**src/hw/rtl/stsi_pkg.sv**
```systemverilog
// Shared types and constants for the sorted table search and insert core.
`timescale 1ns / 1ps

package stsi_pkg;

  localparam int STATUS_W   = 3;
  localparam int OUT_IDX_W  = 9;
  localparam int IN_KEY_W   = 32;
  localparam int OUT_DATA_W = 32;

  localparam logic REQ_SEARCH = 1'b0;
  localparam logic REQ_INSERT = 1'b1;

  typedef enum logic [2:0] {
    ST_IDLE,
    ST_PROBE,
    ST_CMP,
    ST_SHIFT,
    ST_INS,
    ST_DONE
  } state_t;

  typedef enum logic [STATUS_W-1:0] {
    RES_FOUND    = 3'd0,
    RES_BETWEEN  = 3'd1,
    RES_MISSING  = 3'd2,
    RES_INSERTED = 3'd3,
    RES_REJECTED = 3'd4
  } res_code_t;

  // Commands from the controller to the datapath
  typedef struct packed {
    logic      load;
    logic      probe_rd;
    logic      probe_upd;
    logic      shift_start;
    logic      shift_step;
    logic      ins_wr;
    logic      res_load;
    res_code_t res_code;
  } cmd_t;

  // Status from the datapath to the controller
  typedef struct packed {
    logic req_insert;
    logic range_ok;
    logic key_eq;
    logic empty;
    logic full;
    logic sh_more;
    logic out_free;
  } sts_t;

endpackage

```
**src/hw/rtl/stsi_ctrl.sv**
```systemverilog
// Controller state machine: sequences search probes, the shift-up and the result.
`timescale 1ns / 1ps

module stsi_ctrl (
  input  logic            clk,
  input  logic            rst_n,
  input  logic            in_tvalid,
  output logic            in_tready,
  input  stsi_pkg::sts_t  sts,
  output stsi_pkg::cmd_t  cmd
);

  stsi_pkg::state_t    state_r, state_nxt;
  stsi_pkg::res_code_t code_r, code_nxt;

  always_ff @(posedge clk) begin
    if (!rst_n) begin
      state_r <= stsi_pkg::ST_IDLE;
      code_r  <= stsi_pkg::RES_MISSING;
    end else begin
      state_r <= state_nxt;
      code_r  <= code_nxt;
    end
  end

  // Next state and result code
  always_comb begin
    state_nxt = state_r;
    code_nxt  = code_r;
    case (state_r)
      stsi_pkg::ST_IDLE: begin
        if (in_tvalid) state_nxt = stsi_pkg::ST_PROBE;
      end
      stsi_pkg::ST_PROBE: begin
        if (sts.range_ok) begin
          state_nxt = stsi_pkg::ST_CMP;
        end else if (!sts.req_insert) begin
          code_nxt  = sts.empty ? stsi_pkg::RES_MISSING : stsi_pkg::RES_BETWEEN;
          state_nxt = stsi_pkg::ST_DONE;
        end else if (sts.full) begin
          code_nxt  = stsi_pkg::RES_REJECTED;
          state_nxt = stsi_pkg::ST_DONE;
        end else begin
          state_nxt = stsi_pkg::ST_SHIFT;
        end
      end
      stsi_pkg::ST_CMP: begin
        if (sts.key_eq) begin
          code_nxt  = sts.req_insert ? stsi_pkg::RES_REJECTED : stsi_pkg::RES_FOUND;
          state_nxt = stsi_pkg::ST_DONE;
        end else begin
          state_nxt = stsi_pkg::ST_PROBE;
        end
      end
      stsi_pkg::ST_SHIFT: begin
        if (!sts.sh_more) state_nxt = stsi_pkg::ST_INS;
      end
      stsi_pkg::ST_INS: begin
        code_nxt  = stsi_pkg::RES_INSERTED;
        state_nxt = stsi_pkg::ST_DONE;
      end
      stsi_pkg::ST_DONE: begin
        if (sts.out_free) state_nxt = stsi_pkg::ST_IDLE;
      end
      default: state_nxt = stsi_pkg::ST_IDLE;
    endcase
  end

  // Commands
  always_comb begin
    in_tready        = 1'b0;
    cmd              = '0;
    cmd.res_code     = code_r;
    case (state_r)
      stsi_pkg::ST_IDLE: begin
        in_tready = 1'b1;
        cmd.load  = in_tvalid;
      end
      stsi_pkg::ST_PROBE: begin
        cmd.probe_rd    = sts.range_ok;
        cmd.shift_start = !sts.range_ok && sts.req_insert && !sts.full;
      end
      stsi_pkg::ST_CMP:   cmd.probe_upd  = 1'b1;
      stsi_pkg::ST_SHIFT: cmd.shift_step = sts.sh_more;
      stsi_pkg::ST_INS:   cmd.ins_wr     = 1'b1;
      stsi_pkg::ST_DONE:  cmd.res_load   = sts.out_free;
      default: ;
    endcase
  end

endmodule

```
**config.mk**
```make
export PLATFORM = sky130hd
export DESIGN_NAME = stsi_ctrl
export DESIGN_NICKNAME = d
export VERILOG_FILES = /design/src/hw/rtl/stsi_pkg.sv /design/src/hw/rtl/stsi_ctrl.sv
export SDC_FILE = /design/constraint.sdc
export NUM_CORES = 1
export LEC_CHECK = 0
export BUFFER_PORTS_ARGS = -buffer_cell sky130_fd_sc_hd__buf_4
export CAP_MARGIN = 20
export CORE_AREA = 10 10 47 49
export DETAILED_ROUTE_END_ITERATION = 10
export DIE_AREA = 0 0 57 59
export MAX_ROUTING_LAYER = met4
export PLACE_DENSITY_LB_ADDON = 0.2
export RECOVER_POWER = 100
export SETUP_SLACK_MARGIN = 0.1
export SYNTH_ARGS = -nofsm -noshare
export SYNTH_HDL_FRONTEND = slang
export SYNTH_SLANG_ARGS = --single-unit
```
**constraint.sdc**
```tcl
create_clock -name clk -period 3.5 [get_ports clk]
set_clock_uncertainty 0.15 [all_clocks]
set_input_delay 0.35 -clock clk [delete_from_list [all_inputs] [get_ports clk]]
set_output_delay 0.35 -clock clk [all_outputs]
set_load 0.01 [all_outputs]
```
==> results by group <==
Detailed routing
  – Post-route DRC: 0
  – Post-route ant nets: 0
  – Via density: about 5.0
  – Via count: 457
  – Routed wire length: 1160 um
  – Number of DRC markers in iteration 0: 9
  – 1st-pass router iterations: 3
  – Avg WL per Cell: 12.6 um

Clock tree
  – Clk sink count: 6
  – Clk pin slew, worst setup/hold paths: 0.04 ns
  – TritonCTS clock tree: yes
  – # hold bufs at CTS: 0
  – Root buf cell: clkbuf_4
  – Post-CTS setup buffers: 0
  – H-tree levels: 1
  – Worst skew pair latency: 0.24 ns
  – Total CTS buffers: 3
  – Clock buffer depth: 2
  – Post-CTS Resized: 0

Logic synthesis
  – Avg Cell Area, Syn: 7.64 um2
  – Synth Cell Area: 420 um2
  – Asr flop ratio synth: 0
  – Sequential fraction of the synthesis area: 0.286
  – Ranking of synthesized cells by area: dfxtp_1, nor2_1, o31ai_4
  – Synthesized netlist cell count: 55
  – Cell variety after synth: 26
  – Post-synth top area share: 0.286
  – Syn_nets: 65
  – Yosys top cell by area: dfxtp_1
  – Top_reg_cell synth: dfxtp_1
  – Post-synth EDFFs: 0
  – #FFs+latches synth: 6
  – Synth Warn #: 0

Flow run
  – Max_cap viols: 0

Critical path
  – Crit start category: flop
  – Crit path cell chain: or3b_1, nor4_1, clkbuf_1
  – CP Capture Type: primary output
  – CP Class: reg2out
  – WP data required: 3.00 ns
  – Highest cell delay on the worst timing path: 0.56 ns
  – Critical path's top delay family: simple AND/OR/NAND/NOR gates
  – Max FO, Critical Path: 15
  – Slowest-stage cell, CP: dfxtp_1
  – CP Buf/Inv Count: 1
  – Worst Path Arrival: 1.63 ns

Final layout
  – Layout cells sized above 1: 0.171
  – Final core utilization: 0.386
  – Final cell count without fillers: between 90 and 100
  – Inserted Diodes: 0
  – P&R area growth vs syn: 28.6%
  – Final-stage net count: 88

Placement
  – Post-Place Cells: 89
  – DP HPWL: 943 um
  – GP Congestion: 0.776
  – Number of I/O port buffers: 20

Floorplan
  – Die Area: 0.00336 mm2
  – Core area: about 0.0014 mm2
  – Starting Density: 0.300
  – # rows: 14
  – Die Height: 59 um
  – Die W: approximately 57 um
  – # IOs: 21

STA
  – Fin. Hold Viols: 0
  – # setup viols final: 0
  – Final critical-path share of the clock period: 0.607
  – Tmin final: about 2.1 ns
  – Peak Freq: 471 MHz
  – Setup_tns: 0 ns
  – Slew @ Worst Pin: approximately 0.46 ns
  – Max-slew violations: 0
  – Hold Slack: approximately 0.16 ns
  – Unrepaired setup endpoints after global routing: false
  – Worst relative slew slack: 0.688

Min path
  – Worst hold path type: in2reg

Global routing
  – Vias in the first global route: ~430
  – Remaining global-route overflow: 0
  – First-pass GRT wire length: ~1900 um
  – Pin count of the biggest net entering global routing: 16
  – Initial antenna violation count: 0
  – Gr usage total: 0.0761

Power
  – Power Density: 417 mW/mm2
  – Total power: 0.226 mW
  – Static leakage power: 0.220 nW
  – VDD IR max: about 0.00018 V

Status
  – Run status: finished clean
## metal layers
| metal | global-route usage | vias to the layer above | share of wire |
|---|---|---|---|
| met3 | 0.0451 | 5 | 0.079 |
| met4 | 0.0403 | 0 | 0.016 |
| li1 | - | 238 | - |
| met1 | 0.0824 | 203 | 0.45 |
| met5 | - | - | 0 |
| met2 | 0.107 | 11 | 0.45 |
## state kept, by name, indices dropped and copies added, names as in the netlist
signal   flops
code_r       3
state_r      3
## synthesized netlist by cell type, drive strengths merged, types with 2 or more instances
cell / n
and2: 2
clkbuf: 2
dfxtp: 6
inv: 4
nand2: 4
nand2b: 3
nor2: 8
nor2b: 2
nor3: 5
o21ai: 4
o32ai: 2
## where the power goes
| group | internal (mW) | leakage [nW] | switching, mW |
|---|---|---|---|
| sequential | 0.0769 | 0.0492 | 0.0133 |
| combinational | 0.0347 | 0.157 | 0.0371 |
| clock | 0.0388 | 0.0138 | 0.0249 |
## through the flow
stage	area (um2)	worst slack [ns]
3_3_place_gp	583	1.62
6_report	541	1.37
5_1_grt	541	1.23
4_1_cts	606	1.34
2_1_floorplan	420	1.84
3_5_place_dp	583	1.60
## worst paths after layout
| path | startpoint | endpoint | slack [ns] | depth (start not counted) |
|---|---|---|---|---|
| worst max-delay path | state_r[0]$_SDFFE_PN0P_ | cmd[6] | 1.37 | 3 |
| worst min-delay path | sts[0] | state_r[2]$_SDFFE_PN0P_ | 0.16 | 2 |
| worst max register to register | state_r[0]$_SDFFE_PN0P_ | code_r[0]$_SDFFE_PN0P_ | 1.47 | 4 |
| worst min register to register | code_r[1]$_SDFFE_PN1P_ | code_r[1]$_SDFFE_PN1P_ | 0.31 | 2 |
## area by class of cell
type,instances,area [um2]
sequential,6,120
tap,16,20.0
multi-input combinational,43,250
inverter,4,15.0
clock buffer,3,22.5
timing repair buffer,20,113
fill,164,861
## cells by family (layout without fill, tap and decap cells)
logic type	Yosys count	in the layout	synth area share
and+or+nand+nor	31	31	0.435
AOI/OAI and AO/OA	11	11	0.202
DFF	6	6	0.286
buffers and inverters	6	27	0.0536
muxes	1	1	0.0238
## layout by cell type, fill, tap and decap left out, types with 2 or more instances in the layout
cell type / n
nor2b_1: 2
nor2_1: 8
and2_0: 2
inv_1: 4
nand2b_1: 3
nand2_1: 4
buf_4: 10
o21ai_0: 4
clkbuf_1: 10
nor3_1: 5
dfxtp_1: 6
clkbuf_4: 3
o32ai_1: 2
Note: power is estimated with default switching activity, not from simulation.
